[src/hdl/fcpu_pkg.sv]
// Shared types, constants and helper functions for the fly camera pose update block
package fcpu_pkg;

   localparam int CordicSteps = 16;
   localparam int StepIdxW    = 4;
   localparam int CordicW     = 36;
   localparam logic signed [CordicW-1:0] CordicStart = 36'sd163008219;
   localparam logic signed [32:0] PitchLimit = 33'sd1073197483;
   localparam logic [23:0] SensReset  = 24'd546852;
   localparam logic signed [31:0] PosZReset = 32'sd196608;
   localparam logic signed [15:0] OneQ14    = 16'sd16384;
   localparam logic [31:0] YawReset   = 32'hC000_0000;

   typedef enum logic [2:0] {
      OP_CURSOR   = 3'd0,
      OP_UP       = 3'd1,
      OP_DOWN     = 3'd2,
      OP_FORWARD  = 3'd3,
      OP_BACKWARD = 3'd4,
      OP_LEFT     = 3'd5,
      OP_RIGHT    = 3'd6,
      OP_NONE     = 3'd7
   } op_type;

   typedef enum logic [1:0] {
      CSR_SPEED = 2'd0,
      CSR_SENS  = 2'd1
   } csr_idx_type;

   // commands from controller to datapath
   typedef struct packed {
      logic load;      // capture transaction and apply turn update
      logic cor_start; // seed cordic from angle select
      logic cor_sel;   // 0 yaw, 1 pitch
      logic cor_step;  // one cordic iteration
      logic cor_done;  // round result into latch
      logic dir_mul;   // build direction from latched sin/cos
      logic move_mul;  // form move products
      logic move_add;  // add products into position
   } cmd_type;

   typedef struct packed {
      logic       last_step;
      logic [2:0] op;
   } status_type;

   function automatic logic signed [CordicW-1:0] atan_lut(input logic [StepIdxW-1:0] i);
      logic signed [CordicW-1:0] r;
      case (i)
         4'd0:  r = 36'sd536870912;
         4'd1:  r = 36'sd316933406;
         4'd2:  r = 36'sd167458907;
         4'd3:  r = 36'sd85004756;
         4'd4:  r = 36'sd42667331;
         4'd5:  r = 36'sd21354465;
         4'd6:  r = 36'sd10679838;
         4'd7:  r = 36'sd5340245;
         4'd8:  r = 36'sd2670163;
         4'd9:  r = 36'sd1335087;
         4'd10: r = 36'sd667544;
         4'd11: r = 36'sd333772;
         4'd12: r = 36'sd166886;
         4'd13: r = 36'sd83443;
         4'd14: r = 36'sd41721;
         default: r = 36'sd20861;
      endcase
      return r;
   endfunction

   function automatic logic signed [15:0] clamp_unit(input logic signed [CordicW-1:0] v);
      logic signed [15:0] r;
      if (v > 36'sd16384) r = OneQ14;
      else if (v < -36'sd16384) r = -OneQ14;
      else r = v[15:0];
      return r;
   endfunction

   function automatic logic signed [31:0] sat32(input logic signed [33:0] v);
      logic signed [31:0] r;
      if (v > 34'sh0_7FFF_FFFF) r = 32'sh7FFF_FFFF;
      else if (v < -34'sh0_8000_0000) r = 32'sh8000_0000;
      else r = v[31:0];
      return r;
   endfunction

endpackage

[src/hdl/fcpu_ctrl.sv]
// Controller: sequences turn, CORDIC passes and move steps for one transaction
module fcpu_ctrl (
   input  logic                 clock,
   input  logic                 reset,
   input  logic                 req_valid,
   output logic                 req_stall,
   output logic                 rsp_valid,
   input  logic                 rsp_stall,
   input  fcpu_pkg::status_type status,
   output fcpu_pkg::cmd_type    cmd
);
   import fcpu_pkg::*;

   typedef enum logic [9:0] {
      ST_IDLE  = 10'b0000000001,
      ST_YSTRT = 10'b0000000010,
      ST_YRUN  = 10'b0000000100,
      ST_PSTRT = 10'b0000001000,
      ST_PRUN  = 10'b0000010000,
      ST_DIR   = 10'b0000100000,
      ST_MUL   = 10'b0001000000,
      ST_ADD   = 10'b0010000000,
      ST_RESP  = 10'b0100000000,
      ST_PSEED = 10'b1000000000
   } state_type;

   state_type state_ff, state_in;
   logic pitch_ff, pitch_in;

   always_comb begin
      state_in = state_ff;
      pitch_in = pitch_ff;
      cmd = '0;
      req_stall = (state_ff != ST_IDLE);
      rsp_valid = (state_ff == ST_RESP);
      case (state_ff)
         ST_IDLE: if (req_valid) begin
            cmd.load = 1'b1;
            state_in = ST_YSTRT;
         end
         ST_YSTRT: begin
            if (status.op == OP_CURSOR || status.op == OP_LEFT || status.op == OP_RIGHT) begin
               cmd.cor_start = 1'b1;
               pitch_in = 1'b0;
               state_in = ST_YRUN;
            end else if (status.op == OP_NONE) begin
               state_in = ST_RESP;
            end else begin
               state_in = ST_MUL;
            end
         end
         ST_YRUN: begin
            cmd.cor_sel = pitch_ff;
            cmd.cor_step = 1'b1;
            if (status.last_step) state_in = pitch_ff ? ST_DIR : ST_PSTRT;
         end
         ST_PSTRT: begin
            cmd.cor_done = 1'b1;
            if (status.op == OP_CURSOR) begin
               state_in = ST_PSEED;
            end else begin
               state_in = ST_MUL;
            end
         end
         ST_PSEED: begin
            cmd.cor_sel = 1'b1;
            cmd.cor_start = 1'b1;
            pitch_in = 1'b1;
            state_in = ST_YRUN;
         end
         ST_DIR: begin
            cmd.cor_sel = 1'b1;
            cmd.cor_done = 1'b1;
            state_in = ST_PRUN;
         end
         ST_PRUN: begin
            cmd.dir_mul = 1'b1;
            state_in = ST_RESP;
         end
         ST_MUL: begin
            cmd.move_mul = 1'b1;
            state_in = ST_ADD;
         end
         ST_ADD: begin
            cmd.move_add = 1'b1;
            state_in = ST_RESP;
         end
         ST_RESP: if (!rsp_stall) state_in = ST_IDLE;
         default: state_in = ST_IDLE;
      endcase
   end

   always_ff @(posedge clock) begin
      if (reset) begin
         state_ff <= ST_IDLE;
         pitch_ff <= 1'b0;
      end else begin
         state_ff <= state_in;
         pitch_ff <= pitch_in;
      end
   end
endmodule

[config.mk]
export PLATFORM = sky130hd
export DESIGN_NAME = fcpu_ctrl
export DESIGN_NICKNAME = d
export VERILOG_FILES = /design/src/hdl/fcpu_pkg.sv /design/src/hdl/fcpu_ctrl.sv
export SDC_FILE = /design/constraint.sdc
export NUM_CORES = 1
export LEC_CHECK = 0
export ABC_AREA = 1
export BUFFER_PORTS_ARGS = -buffer_cell sky130_fd_sc_hd__buf_4
export CORE_ASPECT_RATIO = 1.4
export CORE_UTILIZATION = 41
export DETAILED_ROUTE_END_ITERATION = 7
export GPL_TIMING_DRIVEN = 1
export PLACE_DENSITY_LB_ADDON = 0.1
export SYNTH_ARGS = -nofsm -noshare
export SYNTH_HDL_FRONTEND = slang
export SYNTH_SLANG_ARGS = --single-unit
[constraint.sdc]
create_clock -name clock -period 3.4 [get_ports clock]
set_input_delay 0.34 -clock clock [delete_from_list [all_inputs] [get_ports clock]]
set_output_delay 0.34 -clock clock [all_outputs]
set_load 0.05 [all_outputs]
==> metrics.yaml <==
status:
  status: "complete, no violations"
clock_network:
  max-clock-path-buffers: 2
  tritoncts: "built"
  hold_buffers: 0
  cts_resized: 0
  cts.reportedPaths.clkPinSlew_ns: 0.07
  clock_latency_ns: 0.26
  cts_setup_buffers: 0
  htreeDepth: 1
  clockRootBuffer: "clkbuf_4"
  numCtsBuffers: 3
  clock-sinks: 11
critical_path:
  critPathSlowestCell: "dfxtp_1"
  critPathKind: "register to primary output"
  cpPeakStageDelay_ns: 0.32
  crit_chain: "inv_2 -> nand2_2 -> nor2_2 -> inv_1 -> nor3_1 -> inv_1 -> nand2_1 -> buf_4"
  end_kind: "primary output"
  crit_top_cell: "inv_1"
  cp.required_ns: 3.06
  worstPathArrival_ns: 1.68
  worstPathMaxFanout: 7
  startpoint_type: "register"
sta:
  fin_crit_ns: 2.024
  fin_crit_sh: 0.5954
  rsz0062_at_grt: "false"
  hold_viol_final: 0
  max_freq_mhz: 494.0
  worst_pin_slew_ns: 0.3263
  setup_viol: 0
  skew_ns: 0.0005296
  drv_slew: 0
  layout_setup_ws_ns: 1.376
  whs_ns: 0.3230
  slew_headroom: 0.7808
  setup_tns_ns: 0
final_layout:
  final_common_cell: "nand2_1"
  finalNetCount: 160
  syn_to_final_growth_pct: 20.99
  fill_cells: 195
  design_area_um2: 1010
  final_cell_mix: "nand2_1 (23), nor2_1 (19), inv_1 (17), buf_4 (17), nand3_1 (12)"
  multi_input_area_um2: 520.5
  fin_util: 0.5467
  num_antenna_cells: 0
  finalNonFillerCells: 171
  drive_gt1_frac: 0.3444
  regArea_um2: 220.2
route:
  routed_wl_um: 1883
  drc_errors: 0
  dr.pass1.iters: 4
  vias_per_cell: 5.117
  num_vias: 875
  antenna_left: 0
  drt_iter0_drc: 19
  routedWlPerCell_um: 11.01
floorplanning:
  start_util: 0.4519
  ios: 18
  rows: 18
  dieWidth_um: 40.13
  die_h_um: 55.38
  core_um2: 1847
  fp.dieArea_um2: 2222
synth:
  ys_ff_latch: 11
  ys.warnings.count: 0
  syn_inst: 131
  avgSynthCellArea_um2: 6.371
  synthDistinctLibCells: 19
  yosysSeqAreaShare: 0.2639
  syn-cell-area_um2: 834.6
  syn_nets: 139
power:
  leakage_nw: 0.4962
  power_mw: 0.3955
  p_int_mw: 0.2339
  p_per_area_nw_per_um2: 391.6
  vdd_drop_max_mv: 0.2578
  switching_share: 0.4086
  switchingPower_mw: 0.1616
  clkPwrFrac: 0.221
  power_frac_seq: 0.355
  power_frac_comb: 0.424
placement:
  portBuffers: 17
  place_inst: 167
  place_ws_ns: 1.680
  dpl_cell_area_um2: 983.4
  gp_congestion: 0.8734
  dpl.hpwl_um: 1601
global_routing:
  grt_max_degree: 9
  grt_pass1_vias: 777
  grt_overflow: 0
  grt_usage: 0.1960
  grt_pass1_wl_um: 3091
  antenna_found_initial: 0
hold_path:
  hold_path.class: "primary input to register"
flow_run:
  max-cap-violations: 0
==> layout make-up <==
| class | count | area share |
|---|---|---|
| tap | 20 | 0.02478 |
| clock buffer | 4 | 0.02602 |
| inverter | 24 | 0.08922 |
| timing repair buffer | 17 | 0.1264 |
| multi-input combinational | 95 | 0.5155 |
| sequential | 11 | 0.2181 |
==> flip-flops by register name (all words and copies together) (netlist names) <==
| name | cells |
|---|---|
| pitch_ff | 1 |
| state_ff | 10 |
==> kinds of logic after synthesis <==
family | Yosys count | synth area share
flops | 11 | 0.2639
compound gates | 4 | 0.02398
buf+inv | 25 | 0.1124
simple gates | 91 | 0.5997
==> Yosys cell counts <==
cell | n | area, µm²
nand3_1 | 12 | 60.06
o21ai_0 | 1 | 5.000
a21oi_1 | 3 | 15.01
nand3b_1 | 1 | 7.510
buf_1 | 1 | 3.750
nand4_1 | 3 | 18.77
nor2_4 | 4 | 45.04
inv_2 | 7 | 26.28
nor3_2 | 4 | 40.04
nand2_4 | 2 | 22.52
nor2_1 | 19 | 71.32
nand2_2 | 4 | 25.02
nor3_1 | 8 | 40.04
nand3_2 | 1 | 10.01
dfxtp_1 | 11 | 220.2
nand3_4 | 1 | 17.52
nor2_2 | 9 | 56.30
nand2_1 | 23 | 86.33
inv_1 | 17 | 63.81
==> metal layers <==
metal / routed length (µm) / global-route usage
met1: 789 / 0.2236
met2: 1003 / 0.3410
met3: 57 / 0.02410
met4: 33 / 0.07389
met5: 0 / 0
==> worst paths after layout <==
kind                            slack, ns         from  cells past startpoint          end
worst max-delay path                 1.38  state_ff[8]                      8       cmd[3]
worst min-delay path                 0.32        reset                      2  state_ff[4]
worst min register to register       0.50     pitch_ff                      2     pitch_ff
worst max register to register       2.02  state_ff[5]                      9  state_ff[6]
==> worst max-delay path, delay by kind of cell (launching register included) <==
| family | cells | cell delay, ns |
|---|---|---|
| and+or+nand+nor | 4 | 0.67 |
| buffers and inverters | 4 | 0.44 |
| DFF | 1 | 0.32 |
==> power groups by stage <==
stage                     clock network (mW)  registers [mW]  logic (mW)
after CTS                             0.0895           0.140       0.169
final                                 0.0873           0.141       0.168
after detailed placement                   0           0.143       0.169
after floorplan                            0           0.142       0.132
after global routing                  0.0964           0.142       0.183
after global placement                     0           0.143       0.168
Note: power is estimated with default switching activity, not from simulation.
